[config.mk]
export PLATFORM = sky130hd
export DESIGN_NAME = sem_gradient
export DESIGN_NICKNAME = d
export VERILOG_FILES = /design/src/sem_pkg.sv /design/src/sem_gradient.sv
export SDC_FILE = /design/constraint.sdc
export NUM_CORES = 1
export LEC_CHECK = 0
export BUFFER_PORTS_ARGS = -buffer_cell sky130_fd_sc_hd__buf_2
export CAP_MARGIN = 10
export CORE_MARGIN = 2
export CORE_UTILIZATION = 26
export DETAILED_ROUTE_END_ITERATION = 7
export PLACE_DENSITY_LB_ADDON = 0.2
export SLEW_MARGIN = 20
export SYNTH_ARGS = -nofsm -noshare
export SYNTH_HDL_FRONTEND = slang
export SYNTH_SLANG_ARGS = --single-unit
[constraint.sdc]
create_clock -name i_clk -period 9.6 [get_ports i_clk]
set_input_delay 1.44 -clock i_clk [delete_from_list [all_inputs] [get_ports i_clk]]
set_output_delay 1.44 -clock i_clk [all_outputs]
set_load 0.005 [all_outputs]
[src/sem_pkg.sv]
// sem_pkg: shared widths, constants and pipeline types of the sobel edge magnitude unit
// no dependencies; imported by every module under src

package sem_pkg;

    localparam int PIX_W      = 8;
    localparam int CFG_W_W    = 11;
    localparam int CFG_H_W    = 13;
    localparam int ROW_W      = CFG_H_W + 1;
    localparam int GRAD_W     = 11;
    localparam int SUM_W      = 16;
    localparam int ROOT_STEPS = 8;
    localparam int APB_AW     = 3;
    localparam int APB_DW     = 32;

    localparam logic [CFG_W_W-1:0] WIDTH_RST  = 11'd640;
    localparam logic [CFG_H_W-1:0] HEIGHT_RST = 13'd480;
    localparam logic [PIX_W-1:0]   MAG_SAT    = 8'hFF;

    typedef enum logic {
        REG_IMAGE_WIDTH  = 1'b0,
        REG_IMAGE_HEIGHT = 1'b1
    } t_reg_idx;

    // which window rows and columns fall outside the frame
    typedef struct packed {
        logic row0;
        logic row2;
        logic col0;
        logic col2;
    } t_border;

    typedef struct packed {
        logic valid;
        logic last;
    } t_pipe_ctl;

    typedef struct packed {
        logic [PIX_W-1:0] pixel;
        logic             col_start;
        logic             emit;
        logic             last;
        t_border          border;
    } t_win_ctl;

endpackage

[src/sem_gradient.sv]
// sem_gradient: 3x3 window, border masking, sobel sums and squared magnitude
// two register stages after the window; uses sem_pkg

module sem_gradient (
    input  logic                        i_clk,
    input  logic                        i_rst_n,
    input  logic                        i_en,
    input  logic                        i_valid,
    input  sem_pkg::t_win_ctl           i_ctl,
    input  logic [sem_pkg::PIX_W-1:0]   i_upper,
    input  logic [sem_pkg::PIX_W-1:0]   i_middle,
    output sem_pkg::t_pipe_ctl          o_ctl,
    output logic                        o_sat,
    output logic [sem_pkg::SUM_W-1:0]   o_sum
);
    import sem_pkg::*;

    logic [PIX_W-1:0] r_win [3][3];
    logic [PIX_W-1:0] n_win [3][3];
    logic [PIX_W-1:0] p     [3][3];
    logic [PIX_W-1:0] col_new [3];

    logic [PIX_W+1:0]         sum_top, sum_bot, sum_rgt, sum_lft;
    logic signed [GRAD_W-1:0] gx, gy;
    logic signed [GRAD_W-1:0] r_gx, r_gy;
    t_pipe_ctl                r_ctl_g, r_ctl_s;

    logic signed [2*GRAD_W-1:0] sq_x, sq_y;
    logic [2*GRAD_W-1:0]        sq_sum;
    logic                       r_sat;
    logic [SUM_W-1:0]           r_sum;

    always_comb begin
        col_new[0] = i_upper;
        col_new[1] = i_middle;
        col_new[2] = i_ctl.pixel;
        for (int r = 0; r < 3; r++) begin
            // start of a row: the window sees a zero column, then the new one lands after it
            p[r][0]     = r_win[r][1];
            p[r][1]     = r_win[r][2];
            p[r][2]     = i_ctl.col_start ? '0 : col_new[r];
            n_win[r][0] = i_ctl.col_start ? r_win[r][2] : r_win[r][1];
            n_win[r][1] = i_ctl.col_start ? '0 : r_win[r][2];
            n_win[r][2] = col_new[r];
        end
        for (int c = 0; c < 3; c++) begin
            if (i_ctl.border.row0) begin
                p[0][c] = '0;
            end
            if (i_ctl.border.row2) begin
                p[2][c] = '0;
            end
        end
        for (int r = 0; r < 3; r++) begin
            if (i_ctl.border.col0) begin
                p[r][0] = '0;
            end
            if (i_ctl.border.col2) begin
                p[r][2] = '0;
            end
        end
    end

    assign sum_top = {2'b00, p[0][0]} + {1'b0, p[0][1], 1'b0} + {2'b00, p[0][2]};
    assign sum_bot = {2'b00, p[2][0]} + {1'b0, p[2][1], 1'b0} + {2'b00, p[2][2]};
    assign sum_rgt = {2'b00, p[0][2]} + {1'b0, p[1][2], 1'b0} + {2'b00, p[2][2]};
    assign sum_lft = {2'b00, p[0][0]} + {1'b0, p[1][0], 1'b0} + {2'b00, p[2][0]};

    assign gx = $signed({1'b0, sum_top}) - $signed({1'b0, sum_bot});
    assign gy = $signed({1'b0, sum_rgt}) - $signed({1'b0, sum_lft});

    assign sq_x   = r_gx * r_gx;
    assign sq_y   = r_gy * r_gy;
    assign sq_sum = $unsigned(sq_x) + $unsigned(sq_y);

    always_ff @(posedge i_clk) begin
        if (!i_rst_n) begin
            for (int r = 0; r < 3; r++) begin
                for (int c = 0; c < 3; c++) begin
                    r_win[r][c] <= '0;
                end
            end
            r_ctl_g <= '0;
            r_ctl_s <= '0;
        end else if (i_en) begin
            if (i_valid) begin
                r_win <= n_win;
            end
            r_ctl_g.valid <= i_valid && i_ctl.emit;
            r_ctl_g.last  <= i_ctl.last;
            r_ctl_s       <= r_ctl_g;
        end
    end

    always_ff @(posedge i_clk) begin
        if (i_en) begin
            r_gx  <= gx;
            r_gy  <= gy;
            r_sat <= |sq_sum[2*GRAD_W-1:SUM_W];
            r_sum <= sq_sum[SUM_W-1:0];
        end
    end

    assign o_ctl = r_ctl_s;
    assign o_sat = r_sat;
    assign o_sum = r_sum;

endmodule

Yosys cells after proc, flatten, opt, wreduce, memory -nomap -nowiden

Index checks and enable logic that the tools add are counted.

Add/subtract/negate cells: 11
Muxes and demuxes: 18
Reductions and logical operators: 3
Multipliers: 2

Operators by type and width:

| kind              | number |
|---|---|
| $mux 8            | 18 |
| $mul 11x11->22    | 2 |
| $add 10x8->10     | 4 |
| $add 8x9->10      | 4 |
| $add 22x22->22    | 1 |
| $sub 10x10->11    | 2 |
| $reduce_or 6->1   | 1 |
| $reduce_and 2->1  | 1 |
| $logic_and 1x1->1 | 1 |

Word-level logic and storage cells: 48
Bits in registers: 91

Longest topological paths before layout

Word-level depth: 6
Mapped depth: 24

Least setup slack after synthesis

OpenSTA, ideal clock, no wires.

Path type: reg-to-reg
From: register r_gy[10]
To: register r_sat (netlist: o_sat) (data pin)
Clock period less this slack: 6645 ps
Setup slack: 2955 ps
Data required time: 9328 ps
Data arrival time: 6374 ps
Library setup time: 272 ps
Cell stages (with the launch flop): 21
Path through: edfxtp_1 -> clkbuf_1 -> clkbuf_1 -> nand2_1 -> fa_1 -> fa_1 -> fa_1 -> fa_1 -> fa_1 -> fa_1 -> fa_1 -> inv_1 -> ha_1 -> clkbuf_1 -> nand3_1 -> a21oi_1 -> o41ai_2 -> a21boi_1 -> o22ai_2 -> xnor2_1 -> or4_1

Cells in the longest elaborated chain, start to end: 3

Ends and longest elaborated chain:

| element                | RTL line           | text |
|---|---|---|
| from (decl)            | sem_gradient.sv:25 | `logic signed [GRAD_W-1:0] r_gx, r_gy;` |
| from (signal assigned) | sem_gradient.sv:98 | `r_gy <= gy;` |
| $mul 11x11->22         | sem_gradient.sv:73 | `assign sq_y = r_gy * r_gy;` |
| $add 22x22->22         | sem_gradient.sv:74 | `assign sq_sum = $unsigned(sq_x) + $unsigned(sq_y);` |
| $reduce_or 6->1        | sem_gradient.sv:99 | `r_sat <= \|sq_sum[2*GRAD_W-1:SUM_W];` |
| to (signal assigned)   | sem_gradient.sv:99 |  |
| to (decl)              | sem_gradient.sv:30 | `logic r_sat;` |

Every way passes these cells.
A chain may end at the register's enable or synchronous reset.

Final worst setup path

Ends and elaborated chain as after synthesis.

==> impl_results.md <==
- Input/output buffers: 53
- Initial antenna violation count: 0
- CTS H-tree lvls: 3
- Status: complete, no violations
- FILL cells: 5669
- Via count of the routed design: 8926
- Maxcap violations: 0
- DRT antenna net count: 0
- Synth Area per Inst: 9.83 um^2
- Post-Syn Nets: 1888
- Hpwl dp: 27700 um
- #FFs+latches synth: 91
- Placed cell areas: 15200 um^2
- Row cnt: 85
- Worst-path clk slew: 90 ps
- CP cell instances: nand2_1, inv_1, fa_1, inv_1, fa_1, inv_1, fa_1, fa_1, fa_1, fa_1, inv_1, fa_1, inv_1, ha_1, nand3_2, o22ai_2, o31ai_1, a21oi_1, mux2i_1, nand3_1, or4_1
- Clk_skew: 16.7 ps
- Drt pass-1 iters: 4
- Die H: 238 um
- Crit path max fanout: 21
- Post-synthesis mux area share: 0.00431
- Setup TNS: 0 ps
- Core footprint: 53900 um^2
- Slew Limit Fails: 0
- Root buffer cell: clkbuf_16
- Vias in the first global route: 10000
- First-pass GRT wire length: 53900 um
- Largest family of logic cells by synthesized area: adder cells
- Fin crit share: 0.745
- Cts hold-fix bufs: 0
- WL per Instance: 14.8 um
- Via density per instance: 4.11
- Fin. Hold Viols: 0
- CP dominant cell by count: fa_1
- Largest net degree at the start of global routing: 53
- Clock Latency Late Sink: 390 ps
- Commonest cells after routing, fill and taps aside: inv_1, fa_1, nand2_1
- PostCTS Resize Cnt: 0
- Fin util: 0.288
- CTS tree: yes
- Die width: 238 um
- Synth Area in Compound Gates: 0.0619
- CP max-delay cell: edfxtp_1
- Synth Area in Simple Gates: 0.122
- Final WL: 32300 um
- Post-Place Worst Slack: 2380 ps
- Synth Area in XOR/XNOR: 0.0314
- Detailed Route Iter0 Violations: 370
- Inserted Clock Buffers: 9
- Finished Cell Area: 15500 um^2
- Die area: 56600 um^2
- Seq/Total Area, Yosys: 0.155
- FFs w/ async S/R, synth: 0
- CP endpoint kind: register
- Synth-to-Final Area Change: 9.19%
- Slew @ Worst Pin: 834 ps
- Post-Syn Area: 14200 um^2
- Worst path max stage delay: 790 ps
- Synth Warn #: 0
- Initial Util: 0.264
- Register area: 2210 um^2
- Min Tclk post-route: 7160 ps
- Gr usage total: 0.122
- CP required: 9720 ps
- GRT overflow: 0
- Number of synthesized flops with an enable pin: 39
- CP Class: register to register
- Nets: 1913
- Post-CTS Setup Repair Bufs: 0
- Gate Count Post-Synth: 1447
- Final setup fails: 0
- IO Count: 54
- Placer Congestion: 0.791
- Multi-input logic area: 10400 um^2
- RSZ-0062 raised after global routing: no
- CP Launch Type: register
- Adder-cell share of the synthesized area: 0.514
- Most common cell after layout, fill and taps aside: inv_1
- Max Buffers Root-to-Sink: 2
- Max frequency: 140 MHz
- Arrival time at the worst endpoint: 7270 ps
- Synth Flop Type: dfxtp_1
- Max_slew headroom: 0.444
- Residual DRC: 0
- CTS sink count: 91
- PnR worst setup slack: 2440 ps
- Share of cells above drive strength 1: 0.0609
- Ant diodes: 0
- Hold Path Class: register to register
- Post-synth cell types: 45
[synth_stat cells, types with 2 or more instances]
cell type  count  area [um^2]
inv_1        374         1400
fa_1         298         5970
nand2_1      176          661
ha_1         108         1350
and2_1        59          369
dfxtp_1       52         1040
a21boi_1      51          383
nor2b_1       46          288
clkbuf_1      42          158
edfxtp_1      39         1170
xnor2_1       36          315
a21oi_1       25          125
nand3b_1      25          188
nor2_1        21         78.8
xor2_1        15          131
a21o_1        12         90.1
nand2b_1       7         43.8
o21ai_0        6         30.0
o21ai_1        6         30.0
mux2i_1        5         50.1
nand3_1        5         25.0
nor3_1         5         25.0
o21bai_1       5         37.5
buf_1          3         11.3
a211oi_1       2         15.0
a211oi_2       2         25.0
a21oi_2        2         17.5
and3_1         2         12.5
o22ai_2        2         25.0
[cells by family (layout without fill, tap and decap cells)]
family	after synthesis	after routing
buffers and inverters	419	449
muxes	6	6
AOI/OAI and AO/OA	121	121
adders and majority gates	406	406
DFF	91	91
and+or+nand+nor	353	353
xor gates and xnor gates	51	51
[area by class of cell]
type	instances	area share
clock inverter	7	0.00451
sequential	91	0.142
tap	696	0.0560
inverter	374	0.0903
clock buffer	9	0.0145
timing repair buffer	59	0.0200
multi-input combinational	937	0.672
[state kept, by name (all words and copies together), names as in the netlist]
| register | cells |
|---|---|
| o_sat | 1 |
| r_win | 40 |
| r_gx | 11 |
| o_sum | 16 |
| r_gy | 11 |
| r_ctl_g | 2 |
| p | 8 |
| o_ctl | 2 |
[path summary, 6_finish.rpt]
| kind | start | to | slack [ps] | cells past startpoint |
|---|---|---|---|---|
| max | r_gy[10] | o_sat | 2440 | 21 |
| min | r_win[60] | r_win[60] | 450 | 2 |
| max reg2reg | r_gy[10] | o_sat | 2440 | 21 |
| min reg2reg | r_win[60] | r_win[60] | 450 | 2 |
[routing by layer]
metal,routed length (um),vias to the layer above,GRT usage
met2,15100,73,0.205
met5,0,-,0
li1,-,4337,-
met4,264,0,0.0225
met3,725,13,0.0180
met1,16200,4503,0.168
[worst max-delay path: cells and delay by family (launching register included)]
family | cells | cell delay, ps
simple gates | 4 | 880
fa+ha+maj | 8 | 3670
flops | 1 | 790
compound gates | 3 | 660
buf+inv | 5 | 690
mux | 1 | 210
[through the flow]
step / hold WS [ps] / std cells
finish: 447 / 2173
floorplan: 426 / 1447
CTS: 449 / 2173
detailed placement: 438 / 2157
global placement: 432 / 2157
global route: 468 / 2173
Power is left out: the tool's default activity adds up to more than one toggle a clock period on the data nets, which glitch-free logic cannot reach.
