**config.mk**
```make
export PLATFORM = sky130hd
export DESIGN_NAME = sem_isqrt
export DESIGN_NICKNAME = d
export VERILOG_FILES = /design/src/sem_pkg.sv /design/src/sem_isqrt.sv
export SDC_FILE = /design/constraint.sdc
export NUM_CORES = 1
export LEC_CHECK = 0
export BUFFER_PORTS_ARGS = -buffer_cell sky130_fd_sc_hd__buf_2
export CORE_MARGIN = 4
export CORE_UTILIZATION = 60
export CTS_CLUSTER_DIAMETER = 200
export DETAILED_ROUTE_END_ITERATION = 12
export PLACE_DENSITY = 0.81
export SETUP_SLACK_MARGIN = 0.05
export SLEW_MARGIN = 0
export SYNTH_ARGS = -nofsm -noshare
export SYNTH_HDL_FRONTEND = slang
export SYNTH_SLANG_ARGS = --single-unit
```
**constraint.sdc**
```tcl
create_clock -name i_clk -period 3 [get_ports i_clk]
set_input_delay 0.3 -clock i_clk [delete_from_list [all_inputs] [get_ports i_clk]]
set_output_delay 0.3 -clock i_clk [all_outputs]
set_load 0.02 [all_outputs]
```
**src/sem_pkg.sv**
```systemverilog
// sem_pkg: shared widths, constants and pipeline types of the sobel edge magnitude unit
// no dependencies; imported by every module under src

package sem_pkg;

    localparam int PIX_W      = 8;
    localparam int CFG_W_W    = 11;
    localparam int CFG_H_W    = 13;
    localparam int ROW_W      = CFG_H_W + 1;
    localparam int GRAD_W     = 11;
    localparam int SUM_W      = 16;
    localparam int ROOT_STEPS = 8;
    localparam int APB_AW     = 3;
    localparam int APB_DW     = 32;

    localparam logic [CFG_W_W-1:0] WIDTH_RST  = 11'd640;
    localparam logic [CFG_H_W-1:0] HEIGHT_RST = 13'd480;
    localparam logic [PIX_W-1:0]   MAG_SAT    = 8'hFF;

    typedef enum logic {
        REG_IMAGE_WIDTH  = 1'b0,
        REG_IMAGE_HEIGHT = 1'b1
    } t_reg_idx;

    // which window rows and columns fall outside the frame
    typedef struct packed {
        logic row0;
        logic row2;
        logic col0;
        logic col2;
    } t_border;

    typedef struct packed {
        logic valid;
        logic last;
    } t_pipe_ctl;

    typedef struct packed {
        logic [PIX_W-1:0] pixel;
        logic             col_start;
        logic             emit;
        logic             last;
        t_border          border;
    } t_win_ctl;

endpackage

```
**src/sem_isqrt.sv**
```systemverilog
// sem_isqrt: pipelined integer square root, one result bit per stage, with saturation
// uses sem_pkg

module sem_isqrt (
    input  logic                        i_clk,
    input  logic                        i_rst_n,
    input  logic                        i_en,
    input  sem_pkg::t_pipe_ctl          i_ctl,
    input  logic                        i_sat,
    input  logic [sem_pkg::SUM_W-1:0]   i_sum,
    output sem_pkg::t_pipe_ctl          o_ctl,
    output logic [sem_pkg::PIX_W-1:0]   o_root
);
    import sem_pkg::*;

    localparam int RW = SUM_W + 1;

    t_pipe_ctl       r_ctl [1:ROOT_STEPS];
    logic            r_sat [1:ROOT_STEPS];
    logic [RW-1:0]   r_rem [1:ROOT_STEPS];
    logic [RW-1:0]   r_res [1:ROOT_STEPS];
    logic [RW-1:0]   n_rem [1:ROOT_STEPS];
    logic [RW-1:0]   n_res [1:ROOT_STEPS];

    always_comb begin
        logic [RW-1:0] rem_in;
        logic [RW-1:0] res_in;
        logic [RW-1:0] trial;
        logic [RW-1:0] bit_k;
        for (int k = 0; k < ROOT_STEPS; k++) begin
            if (k == 0) begin
                rem_in = RW'(i_sum);
                res_in = '0;
            end else begin
                rem_in = r_rem[k];
                res_in = r_res[k];
            end
            bit_k = RW'(1) << (2 * (ROOT_STEPS - 1 - k));
            trial = res_in + bit_k;
            if (rem_in >= trial) begin
                n_rem[k+1] = rem_in - trial;
                n_res[k+1] = (res_in >> 1) + bit_k;
            end else begin
                n_rem[k+1] = rem_in;
                n_res[k+1] = res_in >> 1;
            end
        end
    end

    always_ff @(posedge i_clk) begin
        if (!i_rst_n) begin
            for (int k = 1; k <= ROOT_STEPS; k++) begin
                r_ctl[k] <= '0;
            end
        end else if (i_en) begin
            r_ctl[1] <= i_ctl;
            for (int k = 2; k <= ROOT_STEPS; k++) begin
                r_ctl[k] <= r_ctl[k-1];
            end
        end
    end

    always_ff @(posedge i_clk) begin
        if (i_en) begin
            r_sat[1] <= i_sat;
            for (int k = 2; k <= ROOT_STEPS; k++) begin
                r_sat[k] <= r_sat[k-1];
            end
            for (int k = 1; k <= ROOT_STEPS; k++) begin
                r_rem[k] <= n_rem[k];
                r_res[k] <= n_res[k];
            end
        end
    end

    assign o_ctl  = r_ctl[ROOT_STEPS];
    assign o_root = r_sat[ROOT_STEPS] ? MAG_SAT : r_res[ROOT_STEPS][PIX_W-1:0];

endmodule

```
**Yosys cells after proc, flatten, opt, wreduce, memory -nomap -nowiden**

Memory sizes are Yosys's and may differ from the RTL's.
Cells that the tools add are included.
Widths: inputs -> output; s select.

- Memory bits (writable): 296
- Output and inout port bits: 10
- Memories: 4
- Word-level logic and storage cells: 72
- Flip-flop bits (word level): 0

- Bitwise logic cells: 8
- Muxes and demuxes: 30
- Add/sub/neg operators: 22
- Magnitude comparators: 8

Memory list:

| name | depth | width | read ports | clocked after memory_dff | wr ports | RTL line | RTL |
|---|---|---|---|---|---|---|---|
| r_rem | 8 | 17 | 7 | 0 | 8 | sem_isqrt.sv:20 | `logic [RW-1:0] r_rem [1:ROOT_STEPS];` |
| r_res | 8 | 17 | 8 | 0 | 8 | sem_isqrt.sv:21 | `logic [RW-1:0] r_res [1:ROOT_STEPS];` |
| r_ctl | 8 | 2 | 8 | 0 | 8 | sem_isqrt.sv:18 | `t_pipe_ctl r_ctl [1:ROOT_STEPS];` |
| r_sat | 8 | 1 | 8 | 0 | 8 | sem_isqrt.sv:19 | `logic r_sat [1:ROOT_STEPS];` |

Operators by type and width:

| cell | number |
|---|---|
| $mux 17 | 15 |
| $ge 17x17->1 | 7 |
| $sub 17x17->17 | 7 |
| $add 16x1->17 const B | 1 |
| $add 16x11->17 const B | 1 |
| $add 16x13->17 const B | 1 |
| $add 16x3->17 const B | 1 |
| $add 16x5->17 const B | 1 |
| $add 16x7->17 const B | 1 |
| $add 16x9->17 const B | 1 |
| $add 17x1->17 const B | 1 |
| $add 17x11->17 const B | 1 |
| $add 17x13->17 const B | 1 |
| $add 17x3->17 const B | 1 |
| $add 17x5->17 const B | 1 |
| $add 17x7->17 const B | 1 |
| $add 17x9->17 const B | 1 |
| $sub 16x15->17 const B | 1 |
| $ge 16x15->1 const B | 1 |
| $mux 2 | 8 |
| $mux 15 | 1 |
| $mux 8 | 1 |
| $or 1x1->1 | 8 |
| $mux 1 | 5 |

**Longest topological paths before layout**

- Word-level depth: 4
- Mapped depth: 9
- Gate-level depth less buffers: 7

**Worst setup path after synthesis**

No wires, ideal clock.

- Path type: register to register
- Start: register, netlist name r_rem[0][111]
- End: register, netlist name r_rem[0][124]
- Arrival: 2.064 ns
- Cell stages (with the launch flop): 9
- Setup time: 0.260 ns
- Data required time: 2.740 ns
- Clock period less this slack: 2.324 ns
- Slack: 0.676 ns
- Path through: edfxtp_1 -> ha_1 -> clkbuf_1 -> nand2_1 -> nor4_1 -> or4_1 -> or2_1 -> buf_2 -> mux2_2

==> flow_metrics.env <==
export IMPL_relSlewSlack_pct=53.1
export IMPL_wire_per_inst_um=15.9
export IMPL_min_period_over_period_pct=92.2
export IMPL_hp_class="in -> reg"
export IMPL_hold_depth=1
export IMPL_worst_skew_pair_late_latency_ns=0.42
export IMPL_dp_hpwl_um=9240
export IMPL_placed_cell_area_um2=8510
export IMPL_areaGrowthSynthToFinish_pct=11.5
export IMPL_cts_tree="done"
export IMPL_synth_simple_area_share_pct=10.4
export IMPL_tns_ns=0
export IMPL_ir_drop_uv=402
export IMPL_syn_instance_count=583
export IMPL_hold_viol=0
export IMPL_max_cap_violations=0
export IMPL_std_cell_rows=42
export IMPL_die_w_um=125
export IMPL_path_delay_family="compound AO/OA/AOI/OAI gates"
export IMPL_synth_edf_count=179
export IMPL_grt_pass1_vias=4772
export IMPL_power_leakage_nw=3.49
export IMPL_grt_max_degree=113
export IMPL_vias=4671
export IMPL_drtIter0Drc=377
export IMPL_synth_top_family_by_area="simple AND/OR/NAND/NOR gates"
export IMPL_grt_overflow_total=0
export IMPL_start_util_pct=61.3
export IMPL_cts_buffers=17
export IMPL_grt_antenna_before_repair=0
export IMPL_hold_buffers=0
export IMPL_ant_nets=0
export IMPL_port_buffers=31
export IMPL_synth_xor_area_share_pct=4.41
export IMPL_synth_adder_area_share_pct=6.14
export IMPL_crit_chain="inv_1, ha_1, a211oi_1, or3b_1, a211o_1, nor4b_1, xor2_1"
export IMPL_layout_commonest_cell="edfxtp_1"
export IMPL_async_flop_share_pct=0
export IMPL_gp_congestion=0.894
export IMPL_synth_compound_area_share_pct=7.84
export IMPL_crit_buf_inv=1
export IMPL_power_density_nw_per_um2=694
export IMPL_critical_path_class="reg -> reg"
export IMPL_die_area_um2=15500
export IMPL_die_h_um=125
export IMPL_ys_flop_type="edfxtp_1"
export IMPL_most_common_layout_cells="edfxtp_1 (179), inv_1 (52), ha_1 (40)"
export IMPL_min_period_ns=2.76
export IMPL_final_max_slew_viol_count=0
export IMPL_max_freq_mhz=362
export IMPL_h_tree_depth=4
export IMPL_path_clk_slew_ns=0.06
export IMPL_path_max_fanout=18
export IMPL_io_pins=32
export IMPL_synth_nets=645
export IMPL_fin_nets=687
export IMPL_vias_per_cell=5.74
export IMPL_final_util_pct=68.4
export IMPL_cts_sinks=179
export IMPL_syn_area_um2=8150
export IMPL_post_cts_buffers=0
export IMPL_critPathRequiredTime_ns=3.16
export IMPL_postCtsResizedCells=0
export IMPL_setup_violations=0
export IMPL_yosysWarnings=0
export IMPL_slowest_delay_ns=0.52
export IMPL_ys_ff_latch=179
export IMPL_dr_pass1_iters=5
export IMPL_rsz0062_at_grt="no"
export IMPL_stdcell_area_um2=9090
export IMPL_wl_um=13000
export IMPL_muxShareOfSynthArea_pct=1.93
export IMPL_cp_end_kind="flip-flop"
export IMPL_core_area_um2=13300
export IMPL_start_kind="flip-flop"
export IMPL_drc_errors=0
export IMPL_worst_pin_slew_ns=0.703
export IMPL_layout_drive_gt1_share_pct=14.1
export IMPL_cts_root_buffer="clkbuf_16"
export IMPL_synth_cell_type_count=56
export IMPL_worstSetupPathDepth=7
export IMPL_track_usage_pct=17.4
export IMPL_syn_avg_cell_area_um2=14.0
export IMPL_arrival_ns=2.92
export IMPL_whs_ns=0.0462
export IMPL_grt_pass1_wl_um=21500
export IMPL_reg2reg_depth=7
export IMPL_diodes=0
export IMPL_status="finished, final reports clean"
export IMPL_crit_path_top_delay_cell="a211o_1"
export IMPL_cts_buffer_depth=2
export IMPL_seq_area_frac_synth_pct=65.9
export IMPL_skew_ns=0.00691
==> cell families after synthesis <==
group	count (synthesis)
buf+inv	64
flops	179
fa+ha+maj	40
compound gates	95
other cells	1
simple gates	149
xor+xnor	41
mux	14
==> cell type report <==
type	instances	area, µm²
clock inverters	15	158
flip-flops and latches	179	5380
well taps	176	220
multi-input cells	340	2510
repair buffers	35	204
fillers	877	4210
inverters	52	195
clock buffers	17	425
==> cells in the mapped netlist, types with 4 or more instances <==
library cell | count | area share [%]
edfxtp_1 | 179 | 66
inv_1 | 52 | 2.4
ha_1 | 40 | 6.1
xnor2_1 | 32 | 3.4
nor2_1 | 27 | 1.2
nor3_1 | 19 | 1.2
a21oi_1 | 18 | 1.1
and3_1 | 18 | 1.4
nand2_1 | 17 | 0.78
o21ai_0 | 17 | 1.0
o21a_1 | 11 | 1.0
mux2_2 | 10 | 1.4
or2_2 | 10 | 0.77
a211oi_1 | 9 | 0.83
nor4_1 | 9 | 0.69
nor4b_1 | 9 | 0.97
xor2_1 | 9 | 0.97
a21o_1 | 7 | 0.64
o211ai_1 | 7 | 0.64
nor2b_1 | 6 | 0.46
clkbuf_1 | 5 | 0.23
nand2b_1 | 5 | 0.38
o31ai_1 | 5 | 0.46
nand3_1 | 4 | 0.25
==> worst register-to-register path: cells and delay by family (launching register included) <==
kind,cells,cell delay [ns]
AO/OA/AOI/OAI,2,0.86
AND/OR/NAND/NOR,2,0.67
flip-flops,1,0.37
adder cells (fa/ha/maj),1,0.37
XOR/XNOR,1,0.17
buffers and inverters,1,0.06
==> stage by stage <==
stage                     worst slack, ns  power, mW  cells
after detailed placement            0.275       4.20    782
after CTS                           0.258       6.35    814
after floorplan                     0.676       3.94    583
after global placement              0.406       4.13    782
after global routing                0.123       6.60    814
final                               0.235       6.31    814
==> report_power, final <==
group          switching (mW)  internal, mW
clock network           0.917          1.23
logic                   0.480         0.411
registers               0.163          3.10
==> final timing paths <==
check	start	endpoint	slack, ns
setup / recovery	r_res[0][95]$_DFFE_PP_	r_rem[0][116]$_DFFE_PP_	0.24
hold / removal	i_sum[2]	r_rem[0][19]$_DFFE_PP_	0.05
setup reg to reg	r_res[0][95]$_DFFE_PP_	r_rem[0][116]$_DFFE_PP_	0.24
hold reg to reg	r_sat[0][6]$_DFFE_PP_	r_sat[0][7]$_DFFE_PP_	0.42
==> sequential cells by signal, indices dropped and copies added, names as in the netlist <==
| register | count |
|---|---|
| r_res | 36 |
| r_ctl | 16 |
| r_rem | 119 |
| r_sat | 8 |
==> per-layer routing <==
layer  global-route usage [%]  vias up  share of wire [%]
met4                     9.09        0                3.5
met3                     3.82       33                3.5
met2                     33.4      107                 56
met5                        0        -                  0
met1                     17.2     2242                 37
li1                         -     2289                  -
Note: power is estimated with default switching activity, not from simulation.
